--- src/gcm_pkg.sv ---
// Package for the greedy contact matcher: sizes, point and tag types,
// sequencer states and register codes. No dependencies.
package gcm_pkg;

  localparam int MAX_PREV   = 16;
  localparam int MAX_CURR   = 16;
  localparam int PREV_IDX_W = (MAX_PREV > 1) ? $clog2(MAX_PREV) : 1;
  localparam int CUR_IDX_W  = (MAX_CURR > 1) ? $clog2(MAX_CURR) : 1;
  localparam int PREV_CNT_W = $clog2(MAX_PREV + 1);
  localparam int CUR_CNT_W  = $clog2(MAX_CURR + 1);

  localparam int COORD_W = 20;
  localparam int SLOT_W  = 16;
  localparam int IMP_W   = 32;
  localparam int DIST_W  = 21;
  localparam int MAG_W   = 21;
  localparam int SQ_W    = 42;
  localparam int PADDR_W = 3;
  localparam int PDATA_W = 32;

  localparam logic OP_PREV = 1'b0;
  localparam logic OP_CUR  = 1'b1;

  // register index as decoded from paddr[2]
  localparam logic REG_MAX_DIST = 1'b0;

  typedef struct packed {
    logic signed [COORD_W-1:0] z;
    logic signed [COORD_W-1:0] y;
    logic signed [COORD_W-1:0] x;
  } point_t;

  typedef struct packed {
    logic [IMP_W-1:0]  impulse;
    logic [SLOT_W-1:0] slot;
  } tag_t;

  typedef enum logic [2:0] {
    S_LOAD,
    S_LIM,
    S_LIMW,
    S_SCAN,
    S_COMMIT,
    S_EMIT
  } state_e;

endpackage

--- src/gcm_if.sv ---
// Channel interfaces for the greedy contact matcher (input load, result).
// Depends on gcm_pkg.
interface gcm_in_if;
  import gcm_pkg::*;
  logic                      valid;
  logic                      ready;
  logic                      opcode;
  logic signed [COORD_W-1:0] coord_x;
  logic signed [COORD_W-1:0] coord_y;
  logic signed [COORD_W-1:0] coord_z;
  logic [SLOT_W-1:0]         slot_index;
  logic [IMP_W-1:0]          impulse_word;
  logic                      final_item;

  modport source (output valid, opcode, coord_x, coord_y, coord_z, slot_index,
                  impulse_word, final_item, input ready);
  modport sink (input valid, opcode, coord_x, coord_y, coord_z, slot_index,
                impulse_word, final_item, output ready);
endinterface

interface gcm_out_if;
  import gcm_pkg::*;
  logic              valid;
  logic              ready;
  logic              matched;
  logic [SLOT_W-1:0] prev_slot;
  logic [IMP_W-1:0]  carried_impulse;
  logic              overflow;
  logic              last_result;

  modport source (output valid, matched, prev_slot, carried_impulse, overflow,
                  last_result, input ready);
  modport sink (input valid, matched, prev_slot, carried_impulse, overflow,
                last_result, output ready);
endinterface

--- src/gcm_sq_unit.sv ---
// Shared squarer of the matcher: one 21-bit magnitude squared per cycle,
// result registered. Depends on gcm_pkg.
module gcm_sq_unit (
  input  logic                       clk_i,
  input  logic [gcm_pkg::MAG_W-1:0]  op_i,
  output logic [gcm_pkg::SQ_W-1:0]   sq_o
);
  import gcm_pkg::*;

  logic [SQ_W-1:0] sq_d, sq_q;

  assign sq_d = SQ_W'(op_i) * SQ_W'(op_i);

  always_ff @(posedge clk_i) begin
    sq_q <= sq_d;
  end

  assign sq_o = sq_q;
endmodule

--- src/greedy_contact_matcher.sv ---
// Top level of the greedy contact matcher: stores, sequencer, APB register.
// Depends on gcm_pkg, gcm_if (gcm_in_if, gcm_out_if) and gcm_sq_unit.
//
//  channel | dir | handshake      | carries
//  in_i    | in  | valid/ready    | opcode, point, slot, impulse, final mark
//  out_o   | out | valid/ready    | match flag, slot, impulse, overflow, last
//  apb     | in  | psel/penable   | max_match_dist at byte address 0
//
// After the final item the threshold is squared (S_LIM, S_LIMW); if there are
// previous points, rounds of S_SCAN over all C*P pairs (C current, P previous
// points; x, y, z squared in turn by the shared squarer) and S_COMMIT run,
// up to min(C,P)+1 rounds; S_EMIT sends the results. in_i.ready is low from
// the final item until the last result is registered; out_o stalls hold the
// sequencer. Reset clears counts, flags and the register, not the stores.
module greedy_contact_matcher (
  input  logic                          clk_i,
  input  logic                          rst_ni,
  gcm_in_if.sink                        in_i,
  gcm_out_if.source                     out_o,
  input  logic                          psel,
  input  logic                          penable,
  input  logic                          pwrite,
  input  logic [gcm_pkg::PADDR_W-1:0]   paddr,
  input  logic [gcm_pkg::PDATA_W-1:0]   pwdata,
  output logic [gcm_pkg::PDATA_W-1:0]   prdata,
  output logic                          pready
);
  import gcm_pkg::*;

  state_e state_q, state_d;

  logic [DIST_W-1:0]     max_dist_q;
  point_t                prev_pts_q [MAX_PREV];
  tag_t                  prev_tag_q [MAX_PREV];
  point_t                cur_pts_q  [MAX_CURR];
  logic [PREV_IDX_W-1:0] cur_slot_q [MAX_CURR];
  logic [PREV_CNT_W-1:0] prev_cnt_q, prev_cnt_d;
  logic [CUR_CNT_W-1:0]  cur_cnt_q, cur_cnt_d;
  logic [MAX_PREV-1:0]   prev_used_q, prev_used_d;
  logic [MAX_CURR-1:0]   cur_done_q, cur_done_d;
  logic                  dropped_q, dropped_d;

  logic [CUR_IDX_W-1:0]  ci_q, ci_d;
  logic [PREV_IDX_W-1:0] pj_q, pj_d;
  logic [1:0]            step_q, step_d;
  logic [SQ_W-1:0]       lim_q, lim_d, acc_q, acc_d, best_q, best_d;
  logic                  found_q, found_d;
  logic [CUR_IDX_W-1:0]  bi_q, bi_d;
  logic [PREV_IDX_W-1:0] bj_q, bj_d;

  logic                  o_valid_q, o_valid_d;
  logic                  o_match_q, o_match_d;
  logic [SLOT_W-1:0]     o_slot_q, o_slot_d;
  logic [IMP_W-1:0]      o_imp_q, o_imp_d;
  logic                  o_ovf_q, o_ovf_d;
  logic                  o_last_q, o_last_d;

  logic in_acc, cfg_wr, out_free;
  logic prev_wr, cur_wr, slot_wr;
  logic last_ci, last_pj;
  logic [COORD_W-1:0] ax_a, ax_b;
  logic signed [COORD_W:0] diff;
  logic [MAG_W-1:0] mag, sq_op;
  logic [SQ_W-1:0] sq, pair_dist;
  logic eligible;
  tag_t emit_tag;

  assign in_acc   = in_i.valid && in_i.ready;
  assign cfg_wr   = psel && penable && pwrite && (paddr[2] == REG_MAX_DIST);
  assign pready   = 1'b1;
  assign prdata   = (paddr[2] == REG_MAX_DIST) ? PDATA_W'(max_dist_q) : '0;
  assign out_free = !o_valid_q || out_o.ready;

  assign last_ci = (CUR_CNT_W'(ci_q) + CUR_CNT_W'(1)) == cur_cnt_q;
  assign last_pj = (PREV_CNT_W'(pj_q) + PREV_CNT_W'(1)) == prev_cnt_q;

  // axis operands for the pair (ci, pj)
  always_comb begin
    case (step_q)
      2'd0:    begin ax_a = cur_pts_q[ci_q].x; ax_b = prev_pts_q[pj_q].x; end
      2'd1:    begin ax_a = cur_pts_q[ci_q].y; ax_b = prev_pts_q[pj_q].y; end
      2'd2:    begin ax_a = cur_pts_q[ci_q].z; ax_b = prev_pts_q[pj_q].z; end
      default: begin ax_a = '0; ax_b = '0; end
    endcase
  end

  assign diff  = $signed({ax_a[COORD_W-1], ax_a}) - $signed({ax_b[COORD_W-1], ax_b});
  assign mag   = diff[COORD_W] ? MAG_W'(-diff) : MAG_W'(diff);
  assign sq_op = (state_q == S_LIM) ? MAG_W'(max_dist_q) : mag;

  gcm_sq_unit u_sq (
    .clk_i (clk_i),
    .op_i  (sq_op),
    .sq_o  (sq)
  );

  assign pair_dist = acc_q + sq;
  assign eligible  = !cur_done_q[ci_q] && !prev_used_q[pj_q] && (pair_dist <= lim_q);
  assign emit_tag  = prev_tag_q[cur_slot_q[ci_q]];

  // next state
  always_comb begin
    state_d = state_q;
    case (state_q)
      S_LOAD:   if (in_acc && in_i.opcode == OP_CUR && in_i.final_item) state_d = S_LIM;
      S_LIM:    state_d = S_LIMW;
      S_LIMW:   state_d = (prev_cnt_q == '0) ? S_EMIT : S_SCAN;
      S_SCAN:   if (step_q == 2'd3 && last_ci && last_pj) state_d = S_COMMIT;
      S_COMMIT: state_d = found_q ? S_SCAN : S_EMIT;
      S_EMIT:   if (out_free && last_ci) state_d = S_LOAD;
      default:  state_d = S_LOAD;
    endcase
  end

  // datapath and control updates
  always_comb begin
    prev_cnt_d  = prev_cnt_q;
    cur_cnt_d   = cur_cnt_q;
    prev_used_d = prev_used_q;
    cur_done_d  = cur_done_q;
    dropped_d   = dropped_q;
    ci_d        = ci_q;
    pj_d        = pj_q;
    step_d      = step_q;
    lim_d       = lim_q;
    acc_d       = acc_q;
    best_d      = best_q;
    found_d     = found_q;
    bi_d        = bi_q;
    bj_d        = bj_q;
    o_valid_d   = o_valid_q && !out_o.ready;
    o_match_d   = o_match_q;
    o_slot_d    = o_slot_q;
    o_imp_d     = o_imp_q;
    o_ovf_d     = o_ovf_q;
    o_last_d    = o_last_q;
    prev_wr     = 1'b0;
    cur_wr      = 1'b0;
    slot_wr     = 1'b0;
    in_i.ready  = (state_q == S_LOAD);
    case (state_q)
      S_LOAD: begin
        if (in_acc) begin
          if (in_i.opcode == OP_PREV) begin
            if (prev_cnt_q < PREV_CNT_W'(MAX_PREV)) begin
              prev_wr    = 1'b1;
              prev_cnt_d = prev_cnt_q + PREV_CNT_W'(1);
            end else begin
              dropped_d = 1'b1;
            end
          end else begin
            if (cur_cnt_q < CUR_CNT_W'(MAX_CURR)) begin
              cur_wr    = 1'b1;
              cur_cnt_d = cur_cnt_q + CUR_CNT_W'(1);
            end else begin
              dropped_d = 1'b1;
            end
          end
        end
        ci_d    = '0;
        pj_d    = '0;
        step_d  = '0;
        found_d = 1'b0;
      end
      S_LIMW: begin
        lim_d = sq;
      end
      S_SCAN: begin
        step_d = step_q + 2'd1;
        case (step_q)
          2'd0:    acc_d = '0;
          2'd1:    acc_d = sq;
          2'd2:    acc_d = acc_q + sq;
          default: begin
            // strict less-than keeps the first pair in scan order on ties
            if (eligible && (!found_q || pair_dist < best_q)) begin
              found_d = 1'b1;
              best_d  = pair_dist;
              bi_d    = ci_q;
              bj_d    = pj_q;
            end
            if (last_pj) begin
              pj_d = '0;
              ci_d = last_ci ? '0 : ci_q + CUR_IDX_W'(1);
            end else begin
              pj_d = pj_q + PREV_IDX_W'(1);
            end
          end
        endcase
      end
      S_COMMIT: begin
        if (found_q) begin
          cur_done_d[bi_q]  = 1'b1;
          prev_used_d[bj_q] = 1'b1;
          slot_wr           = 1'b1;
        end
        found_d = 1'b0;
        ci_d    = '0;
        pj_d    = '0;
        step_d  = '0;
      end
      S_EMIT: begin
        if (out_free) begin
          o_valid_d = 1'b1;
          o_match_d = cur_done_q[ci_q];
          o_slot_d  = cur_done_q[ci_q] ? emit_tag.slot : '0;
          o_imp_d   = cur_done_q[ci_q] ? emit_tag.impulse : '0;
          o_ovf_d   = dropped_q;
          o_last_d  = last_ci;
          if (last_ci) begin
            prev_cnt_d  = '0;
            cur_cnt_d   = '0;
            prev_used_d = '0;
            cur_done_d  = '0;
            dropped_d   = 1'b0;
            ci_d        = '0;
          end else begin
            ci_d = ci_q + CUR_IDX_W'(1);
          end
        end
      end
      default: ;
    endcase
  end

  always_ff @(posedge clk_i or negedge rst_ni) begin
    if (!rst_ni) begin
      state_q     <= S_LOAD;
      max_dist_q  <= '0;
      prev_cnt_q  <= '0;
      cur_cnt_q   <= '0;
      prev_used_q <= '0;
      cur_done_q  <= '0;
      dropped_q   <= 1'b0;
      found_q     <= 1'b0;
      step_q      <= '0;
      ci_q        <= '0;
      pj_q        <= '0;
      o_valid_q   <= 1'b0;
    end else begin
      state_q     <= state_d;
      if (cfg_wr) max_dist_q <= pwdata[DIST_W-1:0];
      prev_cnt_q  <= prev_cnt_d;
      cur_cnt_q   <= cur_cnt_d;
      prev_used_q <= prev_used_d;
      cur_done_q  <= cur_done_d;
      dropped_q   <= dropped_d;
      found_q     <= found_d;
      step_q      <= step_d;
      ci_q        <= ci_d;
      pj_q        <= pj_d;
      o_valid_q   <= o_valid_d;
    end
  end

  always_ff @(posedge clk_i) begin
    lim_q    <= lim_d;
    acc_q    <= acc_d;
    best_q   <= best_d;
    bi_q     <= bi_d;
    bj_q     <= bj_d;
    o_match_q <= o_match_d;
    o_slot_q <= o_slot_d;
    o_imp_q  <= o_imp_d;
    o_ovf_q  <= o_ovf_d;
    o_last_q <= o_last_d;
    if (prev_wr) begin
      prev_pts_q[prev_cnt_q[PREV_IDX_W-1:0]] <= '{z: in_i.coord_z, y: in_i.coord_y,
                                                   x: in_i.coord_x};
      prev_tag_q[prev_cnt_q[PREV_IDX_W-1:0]] <= '{impulse: in_i.impulse_word,
                                                   slot: in_i.slot_index};
    end
    if (cur_wr) begin
      cur_pts_q[cur_cnt_q[CUR_IDX_W-1:0]] <= '{z: in_i.coord_z, y: in_i.coord_y,
                                                x: in_i.coord_x};
    end
    if (slot_wr) cur_slot_q[bi_q] <= bj_q;
  end

  assign out_o.valid           = o_valid_q;
  assign out_o.matched         = o_match_q;
  assign out_o.prev_slot       = o_slot_q;
  assign out_o.carried_impulse = o_imp_q;
  assign out_o.overflow        = o_ovf_q;
  assign out_o.last_result     = o_last_q;
endmodule

--- src/flat_wrapper.sv ---
// flat-port wrapper written by rule: the top's interface ports become plain ports
module greedy_contact_matcher_flat import gcm_pkg::*;
  (clk_i, rst_ni, psel, penable, pwrite, paddr, pwdata, prdata, pready, in_i_valid, in_i_opcode, in_i_coord_x, in_i_coord_y, in_i_coord_z, in_i_slot_index, in_i_impulse_word, in_i_final_item, in_i_ready, out_o_valid, out_o_matched, out_o_prev_slot, out_o_carried_impulse, out_o_overflow, out_o_last_result, out_o_ready);
  gcm_in_if in_i_i ();
  gcm_out_if out_o_i ();
  input  logic clk_i;
  input  logic rst_ni;
  input  logic psel;
  input  logic penable;
  input  logic pwrite;
  input  logic [gcm_pkg::PADDR_W-1:0] paddr;
  input  logic [gcm_pkg::PDATA_W-1:0] pwdata;
  output logic [gcm_pkg::PDATA_W-1:0] prdata;
  output logic pready;
  input wire logic [$bits(in_i_i.valid)-1:0] in_i_valid;
  input wire logic [$bits(in_i_i.opcode)-1:0] in_i_opcode;
  input wire logic [$bits(in_i_i.coord_x)-1:0] in_i_coord_x;
  input wire logic [$bits(in_i_i.coord_y)-1:0] in_i_coord_y;
  input wire logic [$bits(in_i_i.coord_z)-1:0] in_i_coord_z;
  input wire logic [$bits(in_i_i.slot_index)-1:0] in_i_slot_index;
  input wire logic [$bits(in_i_i.impulse_word)-1:0] in_i_impulse_word;
  input wire logic [$bits(in_i_i.final_item)-1:0] in_i_final_item;
  output wire logic [$bits(in_i_i.ready)-1:0] in_i_ready;
  output wire logic [$bits(out_o_i.valid)-1:0] out_o_valid;
  output wire logic [$bits(out_o_i.matched)-1:0] out_o_matched;
  output wire logic [$bits(out_o_i.prev_slot)-1:0] out_o_prev_slot;
  output wire logic [$bits(out_o_i.carried_impulse)-1:0] out_o_carried_impulse;
  output wire logic [$bits(out_o_i.overflow)-1:0] out_o_overflow;
  output wire logic [$bits(out_o_i.last_result)-1:0] out_o_last_result;
  input wire logic [$bits(out_o_i.ready)-1:0] out_o_ready;
  assign in_i_i.valid = in_i_valid;
  assign in_i_i.opcode = in_i_opcode;
  assign in_i_i.coord_x = in_i_coord_x;
  assign in_i_i.coord_y = in_i_coord_y;
  assign in_i_i.coord_z = in_i_coord_z;
  assign in_i_i.slot_index = in_i_slot_index;
  assign in_i_i.impulse_word = in_i_impulse_word;
  assign in_i_i.final_item = in_i_final_item;
  assign in_i_ready = in_i_i.ready;
  assign out_o_valid = out_o_i.valid;
  assign out_o_matched = out_o_i.matched;
  assign out_o_prev_slot = out_o_i.prev_slot;
  assign out_o_carried_impulse = out_o_i.carried_impulse;
  assign out_o_overflow = out_o_i.overflow;
  assign out_o_last_result = out_o_i.last_result;
  assign out_o_i.ready = out_o_ready;
  greedy_contact_matcher u_core (.clk_i(clk_i), .rst_ni(rst_ni), .in_i(in_i_i), .out_o(out_o_i), .psel(psel), .penable(penable), .pwrite(pwrite), .paddr(paddr), .pwdata(pwdata), .prdata(prdata), .pready(pready));
endmodule
--- config.mk ---
export PLATFORM = sky130hd
export DESIGN_NAME = greedy_contact_matcher_flat
export DESIGN_NICKNAME = d
export VERILOG_FILES = /design/src/gcm_pkg.sv /design/src/gcm_if.sv /design/src/gcm_sq_unit.sv /design/src/greedy_contact_matcher.sv /design/src/flat_wrapper.sv
export SDC_FILE = /design/constraint.sdc
export NUM_CORES = 2
export LEC_CHECK = 0
export BUFFER_PORTS_ARGS = -buffer_cell sky130_fd_sc_hd__buf_4
export CORE_ASPECT_RATIO = 1.4
export CORE_MARGIN = 5
export CORE_UTILIZATION = 63
export DETAILED_ROUTE_END_ITERATION = 7
export PLACE_DENSITY_LB_ADDON = 0.2
export SYNTH_ARGS = -nofsm -noshare
export SYNTH_HDL_FRONTEND = slang
export SYNTH_HIERARCHICAL = 1
export SYNTH_SLANG_ARGS = --single-unit
--- constraint.sdc ---
create_clock -name clk_i -period 13.2 [get_ports clk_i]
set_clock_uncertainty 0.2 [all_clocks]
set_input_delay 0.66 -clock clk_i [delete_from_list [all_inputs] [get_ports clk_i]]
set_output_delay 0.66 -clock clk_i [all_outputs]
set_load 0.1 [all_outputs]
==> impl_metrics.env <==
export IMPL_insertion_delay_ns=0.85
export IMPL_die_h_um=555
export IMPL_slew_violations=0
export IMPL_grt_max_degree=113
export IMPL_status="finished, final reports clean"
export IMPL_ff2ff_path_depth=38
export IMPL_synthCells=7040
export IMPL_core_area_sq_um=212000
export IMPL_num_rows=200
export IMPL_grt_pass1_wl_um=483000
export IMPL_r2r_end="u_core/u_sq/sq_o[38]"
export IMPL_yosys_area_share_adder=0.0766
export IMPL_synth_edff_count=2937
export IMPL_finalWorstSetupSlack_ns=0.454
export IMPL_pin_count=238
export IMPL_rr_startpoint="u_core/ci_q[0]"
export IMPL_vias=69800
export IMPL_synthFlopType="edfxtp_1"
export IMPL_synthDistinctLibCells=90
export IMPL_worstPathRequired_ns=13.76
export IMPL_yosys_warnings=6
export IMPL_cts_sinks=3057
export IMPL_antenna_found_initial=24
export IMPL_critPathMaxStageDelay_ns=0.78
export IMPL_clkTransAtPathRegs_ns=0.06
export IMPL_place_inst=9989
export IMPL_utilization=0.709
export IMPL_drt_iter0_markers=7374
export IMPL_grt_use_total=0.300
export IMPL_crit_path_start_kind="flip-flop"
export IMPL_synthTopCellsByArea="edfxtp_1, mux4_2, fa_1, ha_1, dfrtp_1"
export IMPL_nNetsFinal=8346
export IMPL_syn_avg_cell_area_sq_um=19.0
export IMPL_arrival_ns=13.31
export IMPL_rsz0062_at_grt="false"
export IMPL_area_growth_pct=12.3
export IMPL_ctsLongestPathBuffers=4
export IMPL_dr_pass1_iters=5
export IMPL_path_class="flip-flop to flip-flop"
export IMPL_io_buffers=212
export IMPL_drv_cap=0
export IMPL_netlist_area_leader_share=0.660
export IMPL_wl_per_cell_um=30.9
export IMPL_via_per_inst=6.57
export IMPL_synth_area_sq_um=134000
export IMPL_relSlewSlack=0.185
export IMPL_die_area_sq_um=222000
export IMPL_hold_class="input port to async pin"
export IMPL_reg2reg_slack_ns=0.45
export IMPL_synth_area_mux_share=0.148
export IMPL_async_flop_share=0.0258
export IMPL_crit_path_max_fanout=21
export IMPL_drtAntennaViolNets=0
export IMPL_gp_congestion=0.914
export IMPL_dpl_hpwl_um=187000
export IMPL_drcViolationCount=0
export IMPL_tightest_slew_ns=1.22
export IMPL_htreeDepth=5
export IMPL_max_freq_ghz=0.0785
export IMPL_pre_cts_ws_ns=0.632
export IMPL_overflow=0
export IMPL_synth_top_family_by_area="multiplexers"
export IMPL_synth_seq_area_share=0.681
export IMPL_period_needed_ns=12.75
export IMPL_synthSimpleGateAreaFrac=0.0296
export IMPL_yosysTopAreaCell="edfxtp_1"
export IMPL_finalCritPeriodShare=0.966
export IMPL_cts_buffers=285
export IMPL_cp_end_kind="flip-flop"
export IMPL_cts_tree="done"
export IMPL_synth_compound_area_share=0.0311
export IMPL_layout_drive_gt1_share=0.227
export IMPL_setup_tns_ns=0
export IMPL_crit_top_cell="fa_1"
export IMPL_cp_slowest_cell="o22ai_1"
export IMPL_grt_pass1_vias=72500
export IMPL_synth_seq_cells=3057
export IMPL_routed_wl_um=328000
export IMPL_post_cts_buffers=0
export IMPL_instances_no_fill=10600
export IMPL_hold_violations=0
export IMPL_finalSetupViolations=0
export IMPL_start_util=0.631
export IMPL_die_x_um=399
export IMPL_ctsRootBufferMaster="clkbuf_16"
export IMPL_synth_xor_area_frac=0.00826
## cells by family (layout without fill, tap and decap cells)
family          after synthesis  in the layout
other cells                   3             28
buf+inv                     829           1561
flops                      3057           3057
compound gates              629            629
fa+ha+maj                   629            629
simple gates                821            821
xor+xnor                    126            126
mux                         946            946
## cell usage in the layout (no fill, tap or decap), types with 68 or more instances in the layout
master	count
buf_4	400
ha_1	310
a21oi_1	158
a21o_1	103
clkbuf_16	295
nor2_1	161
dfrtp_1	71
edfxtp_1	2937
nand2_1	272
fa_1	315
o21ai_0	68
xnor2_1	72
mux4_2	819
inv_1	507
and2_1	109
mux2i_1	100
dlygate4sd3_1	117
## critical path, delay by kind of cell, from the launching register on
family	cells	cell delay (ns)
compound gates	15	4.24
fa+ha+maj	9	4.53
mux	2	1.04
xor+xnor	2	0.40
simple gates	4	0.72
buf+inv	6	0.93
flops	1	0.58
## metal layers
| layer | part of all wire | wire (um) | GRT usage | up-vias |
|---|---|---|---|---|
| met5 | 0.00031 | 101 | 0 | - |
| met4 | 0.046 | 15000 | 0.116 | 16 |
| met1 | 0.35 | 115000 | 0.391 | 36600 |
| met2 | 0.52 | 170000 | 0.513 | 3755 |
| li1 | - | - | - | 28700 |
| met3 | 0.085 | 27800 | 0.0494 | 745 |
## metrics by stage
| step | area [sq um] | hold slack (ns) |
|---|---|---|
| floorplan | 134000 | 0.164 |
| global route | 150000 | 0.0303 |
| global placement | 140000 | 0.244 |
| CTS | 150000 | 0.00247 |
| finish | 150000 | 0.0405 |
| detailed placement | 140000 | 0.250 |
## sequential cells by signal (all words and copies together) (netlist names), 16 cells and up
| signal | cells |
|---|---|
| u_core/cur_pts_q | 960 |
| u_core/prev_pts_q | 960 |
| u_core/prev_tag_q | 768 |
| u_core/cur_slot_q | 64 |
| u_core/acc_q | 42 |
| u_core/best_q | 42 |
| u_core/lim_q | 42 |
| u_core/u_sq/sq_o | 41 |
| u_core/out_o.carried_impulse | 32 |
| u_core/max_dist_q | 21 |
| u_core/cur_done_q | 16 |
| u_core/out_o.prev_slot | 16 |
| u_core/prev_used_q | 16 |
## how the worst max path moves through the flow
| stage | from | endpoint | slack, ns | depth (start not counted) |
|---|---|---|---|---|
| floorplan | u_core/pj_q[0] | u_core/u_sq/sq_o[35] | 1.28 | 45 |
| global placement | u_core/ci_q[0] | u_core/u_sq/sq_o[38] | 0.74 | 36 |
| detailed placement | u_core/pj_q[0] | u_core/u_sq/sq_o[38] | 0.63 | 38 |
| CTS | u_core/pj_q[0] | u_core/u_sq/sq_o[38] | 0.54 | 38 |
| global route | u_core/pj_q[0] | u_core/u_sq/sq_o[34] | 0.004 | 40 |
| finish | u_core/ci_q[0] | u_core/u_sq/sq_o[38] | 0.45 | 38 |
## synth_stat cells (5+ instances only)
cell,number
a211oi_1,11
a21o_1,103
a21oi_1,161
a22o_1,17
a22oi_1,65
a31o_2,5
a31oi_1,16
and2_1,109
and3_1,16
buf_1,28
buf_2,47
buf_4,18
buf_6,20
clkbuf_1,208
dfrtp_1,79
dfxtp_1,41
edfxtp_1,2937
fa_1,315
ha_1,314
inv_1,507
mux2_2,24
mux2i_1,100
mux4_2,822
nand2_1,273
nand2b_1,26
nand3_1,32
nand4_1,28
nor2_1,188
nor2b_1,66
nor3_1,28
nor4_1,6
o211ai_1,12
o21a_1,14
o21ai_0,72
o21ai_1,15
o21bai_1,17
o22ai_1,54
o31ai_1,13
or2_2,8
or3_1,14
xnor2_1,72
xor2_1,54
## repair_timing
action | in CTS | in global routing
hold buffers | 117 | 0
endpoints found under the setup margin | 0 | 8
gates resized for setup | 0 | 2
hold endpoints to repair | 1854 | 0
## area by class of cell
type / count / area [sq um]
Clock buffer: 355 / 7690
Sequential cell: 3057 / 91000
Clock inverter: 149 / 1480
Tap cell: 2828 / 3540
Inverter: 507 / 1900
Antenna cell: 15 / 37.5
Timing Repair Buffer: 550 / 4830
Multi-Input combinational cell: 3164 / 39600
Fill cell: 12600 / 61600
Power is not shown: default switching activity piles up to over one toggle a cycle in this logic, so the estimate is an artifact.
